[config.mk]
export PLATFORM = sky130hd
export DESIGN_NAME = kvps_ctrl
export DESIGN_NICKNAME = d
export VERILOG_FILES = /design/src/design/kvps_pkg.sv /design/src/design/kvps_ctrl.sv
export SDC_FILE = /design/constraint.sdc
export NUM_CORES = 1
export LEC_CHECK = 0
export BUFFER_PORTS_ARGS = -buffer_cell sky130_fd_sc_hd__buf_4
export CAP_MARGIN = 20
export CORE_MARGIN = 1
export CORE_UTILIZATION = 42
export DETAILED_ROUTE_END_ITERATION = 10
export PLACE_DENSITY_LB_ADDON = 0.1
export SETUP_SLACK_MARGIN = 0.02
export SLEW_MARGIN = 10
export SYNTH_ARGS = -nofsm -noshare
export SYNTH_HDL_FRONTEND = slang
export SYNTH_SLANG_ARGS = --single-unit
[constraint.sdc]
create_clock -name clk -period 2.2 [get_ports clk]
set_clock_uncertainty 0.2 [all_clocks]
set_input_delay 0.11 -clock clk [delete_from_list [all_inputs] [get_ports clk]]
set_output_delay 0.11 -clock clk [all_outputs]
set_load 0.02 [all_outputs]
[src/design/kvps_pkg.sv]
// ----------------------------------------------------------------------------
// kvps_pkg
// Shared widths, codes and controller/datapath interface types for the
// pooled-score KV cache evictor.
// ----------------------------------------------------------------------------
package kvps_pkg;

  localparam int KIND_W     = 2;
  localparam int INDEX_W    = 6;
  localparam int SCORE_W    = 16;
  localparam int SUM_W      = 20;
  localparam int POS_W      = 32;
  localparam int BUDGET_W   = 32;
  localparam int ROOM_W     = 7;
  localparam int SHARE_W    = 7;
  localparam int PROT_W     = 6;
  localparam int WIN_W      = 5;
  localparam int POOL_W     = 5;
  localparam int CFG_IDX_W  = 4;
  localparam int CFG_DATA_W = 7;

  localparam logic [KIND_W-1:0] KIND_ATTN   = 2'd0;
  localparam logic [KIND_W-1:0] KIND_APPEND = 2'd1;
  localparam logic [KIND_W-1:0] KIND_EVICT  = 2'd2;

  localparam logic [CFG_IDX_W-1:0] CFG_LAYER_SHARE = 4'd0;
  localparam logic [CFG_IDX_W-1:0] CFG_PROTECT     = 4'd1;
  localparam logic [CFG_IDX_W-1:0] CFG_SCORE_WIN   = 4'd2;
  localparam logic [CFG_IDX_W-1:0] CFG_POOL_HALF   = 4'd3;

  localparam logic [ROOM_W-1:0] ROOM_MAX = 7'd64;

  typedef struct packed {
    logic attn_write;
    logic append_do;
    logic evict_setup;
    logic clear_write;
    logic pos_zero;
    logic sum_read;
    logic sum_acc;
    logic pool_start;
    logic pool_read;
    logic pool_acc;
    logic sel_start;
    logic sel_read;
    logic sel_cmp;
    logic sel_mark;
    logic cmp_start;
    logic cmp_check;
    logic cmp_emit;
    logic cmp_keep;
    logic cmp_skip;
    logic copy_read;
    logic copy_write;
    logic finish;
    logic emit_none;
  } kvps_cmd_t;

  typedef struct packed {
    logic out_free;
    logic append_room;
    logic evict_none;
    logic row_done;
    logic sum_col_last;
    logic sum_row_last;
    logic pool_j_last;
    logic pool_i_last;
    logic sel_last;
    logic sel_done;
    logic cmp_marked;
    logic cmp_move;
    logic cmp_last;
  } kvps_status_t;

endpackage

[src/design/kvps_ctrl.sv]
// ----------------------------------------------------------------------------
// kvps_ctrl
// Sequencer for the evictor: decodes requests and steps the datapath through
// row clearing, summing, pooling, victim selection and compaction.
// ----------------------------------------------------------------------------
module kvps_ctrl (
  input  logic                         clk,
  input  logic                         rst,
  input  logic                         in_valid,
  input  logic [kvps_pkg::KIND_W-1:0]  kind,
  output logic                         in_stall,
  input  kvps_pkg::kvps_status_t       sts,
  output kvps_pkg::kvps_cmd_t          cmd
);

  typedef enum logic [4:0] {
    ST_INIT, ST_IDLE, ST_CLEAR, ST_EV_DECIDE, ST_EV_NONE,
    ST_SUM_RD, ST_SUM_ACC, ST_POOL_RD, ST_POOL_ACC,
    ST_SEL_RD, ST_SEL_CMP, ST_SEL_MARK,
    ST_CMP_CHECK, ST_CMP_POS, ST_COPY_RD, ST_COPY_WR, ST_FINISH
  } state_t;

  state_t state;
  state_t state_next;

  assign in_stall = (state != ST_IDLE);

  always_ff @(posedge clk) begin
    if (rst) begin
      state <= ST_INIT;
    end else begin
      state <= state_next;
    end
  end

  always_comb begin
    state_next = state;
    cmd        = '0;
    unique case (state)
      ST_INIT: begin
        cmd.clear_write = 1'b1;
        cmd.pos_zero    = 1'b1;
        if (sts.row_done) state_next = ST_IDLE;
      end
      ST_IDLE: begin
        if (in_valid) begin
          unique case (kind)
            kvps_pkg::KIND_ATTN: cmd.attn_write = 1'b1;
            kvps_pkg::KIND_APPEND: begin
              cmd.append_do = 1'b1;
              if (sts.append_room) state_next = ST_CLEAR;
            end
            kvps_pkg::KIND_EVICT: begin
              cmd.evict_setup = 1'b1;
              state_next      = ST_EV_DECIDE;
            end
            default: ;
          endcase
        end
      end
      ST_CLEAR: begin
        cmd.clear_write = 1'b1;
        if (sts.row_done) state_next = ST_IDLE;
      end
      ST_EV_DECIDE: begin
        state_next = sts.evict_none ? ST_EV_NONE : ST_SUM_RD;
      end
      ST_EV_NONE: begin
        if (sts.out_free) begin
          cmd.emit_none = 1'b1;
          state_next    = ST_IDLE;
        end
      end
      ST_SUM_RD: begin
        cmd.sum_read = 1'b1;
        state_next   = ST_SUM_ACC;
      end
      ST_SUM_ACC: begin
        cmd.sum_acc = 1'b1;
        if (sts.sum_col_last && sts.sum_row_last) begin
          cmd.pool_start = 1'b1;
          state_next     = ST_POOL_RD;
        end else begin
          state_next = ST_SUM_RD;
        end
      end
      ST_POOL_RD: begin
        cmd.pool_read = 1'b1;
        state_next    = ST_POOL_ACC;
      end
      ST_POOL_ACC: begin
        cmd.pool_acc = 1'b1;
        if (sts.pool_j_last && sts.pool_i_last) begin
          cmd.sel_start = 1'b1;
          state_next    = ST_SEL_RD;
        end else begin
          state_next = ST_POOL_RD;
        end
      end
      ST_SEL_RD: begin
        cmd.sel_read = 1'b1;
        state_next   = ST_SEL_CMP;
      end
      ST_SEL_CMP: begin
        cmd.sel_cmp = 1'b1;
        state_next  = sts.sel_last ? ST_SEL_MARK : ST_SEL_RD;
      end
      ST_SEL_MARK: begin
        cmd.sel_mark = 1'b1;
        if (sts.sel_done) begin
          cmd.cmp_start = 1'b1;
          state_next    = ST_CMP_CHECK;
        end else begin
          state_next = ST_SEL_RD;
        end
      end
      ST_CMP_CHECK: begin
        cmd.cmp_check = 1'b1;
        state_next    = ST_CMP_POS;
      end
      ST_CMP_POS: begin
        if (sts.cmp_marked) begin
          if (sts.out_free) begin
            cmd.cmp_emit = 1'b1;
            state_next   = sts.cmp_last ? ST_FINISH : ST_CMP_CHECK;
          end
        end else if (sts.cmp_move) begin
          cmd.cmp_keep = 1'b1;
          state_next   = ST_COPY_RD;
        end else begin
          cmd.cmp_skip = 1'b1;
          state_next   = sts.cmp_last ? ST_FINISH : ST_CMP_CHECK;
        end
      end
      ST_COPY_RD: begin
        cmd.copy_read = 1'b1;
        state_next    = ST_COPY_WR;
      end
      ST_COPY_WR: begin
        cmd.copy_write = 1'b1;
        if (sts.row_done) begin
          state_next = sts.cmp_last ? ST_FINISH : ST_CMP_CHECK;
        end else begin
          state_next = ST_COPY_RD;
        end
      end
      ST_FINISH: begin
        cmd.finish = 1'b1;
        state_next = ST_IDLE;
      end
      default: state_next = ST_IDLE;
    endcase
  end

endmodule

==> flow_metrics.tcl <==
set metrics [dict create \
    fmax_mhz 487 \
    cts_buffers 3 \
    detail_route.wl_per_cell_um 13.3 \
    cp_max_fo 8 \
    final_max_slew_viol_count 0 \
    hp-start "sts[9]" \
    pwr_density_cell_nw_per_um2 399 \
    port_buffers 41 \
    tritoncts "done" \
    final.min_clock_period_ps 2050 \
    worstSetupEndpointType "output port" \
    drt_wl_total_um 2270 \
    leakage_nw 0.492 \
    timing.reg2reg.worst_path_depth 5 \
    critPathLaunch "state[4]" \
    largest_register "state" \
    drtIter0Drc 52 \
    finish.net_count 174 \
    fin_setup_tns_ps 0 \
    timing_worst_slew_pin_value_ps 373 \
    rr_startpoint "state[1]" \
    hold_path_cells 3 \
    detail-route-antenna-nets 0 \
    number_of_antenna_violations_at_the_first_check_in_global_routing 0 \
    grt_first_pass_wirelength_um 3630 \
    starting_density_pct 47.0 \
    layout_commonest_cell "buf_4" \
    global_route.overflow_total 0 \
    ys_dominant_reg_cell "dfxtp_1" \
    netlist_area_um2 732 \
    seq_area_um2 100 \
    largest_reg_flops 5 \
    critPathRequiredTime_ps 1890 \
    cts.path.max_buffers 2 \
    insertedDiodeCount 0 \
    clock-root-buffer "clkbuf_4" \
    min-delay-path-class "primary input to flip-flop" \
    total_number_of_vias 980 \
    ios 42 \
    die_extent_in_x_um 43.7 \
    drc_errors 6 \
    grt_start_max_net_pins 20 \
    design.core.area_um2 1560 \
    clk_latency_ps 240 \
    post_synth_num_cell_types 39 \
    gr_usage_total_pct 25.3 \
    floorplan.die_area_um2 1910 \
    async_reset_ff_share_pct 0 \
    grt_pass1_vias 834 \
    synthesis.nets 130 \
    setup_violations 0 \
    fin_crit_sh_pct 93.3 \
    multi_input_comb_area_um2 564 \
    std_cell_rows 14 \
    clock-sinks 5 \
    timing.slew.headroom_pct 75.1 \
    n_fill_cell 140 \
    synth.yosys.warnings 0 \
    drive_above_1_share_pct 36.8 \
    htree_num_levels 1 \
    synth_edf_count 0 \
    dpl_worst_slack_ps 379 \
    vdd_drop_max_v 0.000269 \
    hold-worst-slack_ps 66.1 \
    worstSetupStartpointType "flip-flop" \
    crit_arrival_ps 1740 \
    final_hold_violation_count 0 \
    routabilityCongestion 0.845 \
    critPathKind "flip-flop to output port" \
    max-cap-violations 0 \
    viasPerCell 5.73 \
    reg.largest.list "state (5)" \
    postSynthCellCount 112 \
    synth-seq-area-share_pct 13.7 \
    path_clk_slew_ps 50 \
    layout_common_cells "buf_4 (46), nor2_1 (18), nand2_1 (11), nor3_1 (9), a21oi_1 (7)" \
    dr.pass1.iters 8 \
    flow.area_growth_from_synthesis_pct 50.1 \
    avg_synthesized_cell_area_um2 6.54 \
    floorplan.die.height_um 43.7 \
    place.detailed.hpwl_um 1780 \
    fin_ws_ps 147 \
    grt_setup_unrepaired "no" \
    run_status "finished, violations left" \
    postSynthRegisterBits 5 \
    violated_checks "design-rule violations" \
]
worst max-delay path, stage by stage (launching register included):
cell and delay [ps]:
dfxtp_1 380, or3_4 440, nor3_2 180, nand2_1 120
nor3b_1 200, buf_4 170
worst paths after layout:
path / to / slack (ps)
worst max register to register: state[3] / 370
worst min-delay path: state[4] / 70
worst min register to register: state[3] / 520
worst max-delay path: cmd[20] / 150
kinds of logic after synthesis:
kind of cell	count (synthesis)	share of synthesized area, %
and+or+nand+nor	66	48.7
AOI/OAI and AO/OA	25	26.5
buffers and inverters	15	9.91
DFF	5	13.7
xor gates and xnor gates	1	1.20
cell usage after synthesis, types with 2 or more instances:
library cell,number,area (um^2)
a211oi_1,2,15.0
a21oi_1,7,35.0
a31oi_1,2,12.5
a32o_1,2,20.0
and3_1,4,25.0
buf_2,7,35.0
dfxtp_1,5,100
inv_1,6,22.5
nand2_1,11,41.3
nand2b_1,4,25.0
nor2_1,18,67.6
nor3_1,9,45.0
nor3_2,3,30.0
nor3b_1,3,22.5
nor4_1,2,12.5
o211ai_1,3,22.5
or3_1,2,12.5
report_power, final:
group | internal (mW) | total, mW | switching (mW)
Combinational | 0.0976 | 0.224 | 0.127
Sequential | 0.0968 | 0.105 | 0.00785
Clock | 0.0688 | 0.110 | 0.0410
routing by layer:
metal,vias up,part of all wire [%],track usage (%),routed length (um)
li1,491,-,-,-
met1,429,42,32.1,957
met2,54,48,41.5,1080
met3,6,8.1,5.83,185
met4,0,1.9,9.38,44
met5,-,0,0,0
metrics by stage:
step           utilization [%]  power (mW)  std cells  instance area (um^2)
4_1_cts                   70.1       0.434        171                  1090
3_3_place_gp              67.2       0.318        165                  1050
3_5_place_dp              67.2       0.322        165                  1050
6_report                  70.5       0.439        171                  1100
5_1_grt                   70.5       0.472        171                  1100
2_1_floorplan                -       0.245        112                   732
timing repair:
action	in CTS	in global routing
endpoints found under the hold margin	3	0
setup endpoints to repair	0	1
buffers inserted	0	0
gates resized for setup	0	1
hold buffers	2	0
cell type report:
type,count,share of cell area [%]
multi-input cells,92,51.4
repair buffers,48,33.3
clock buffers,4,2.39
flip-flops and latches,5,9.11
inverters,6,2.05
well taps,16,1.82
Note: power is estimated with default switching activity, not from simulation.
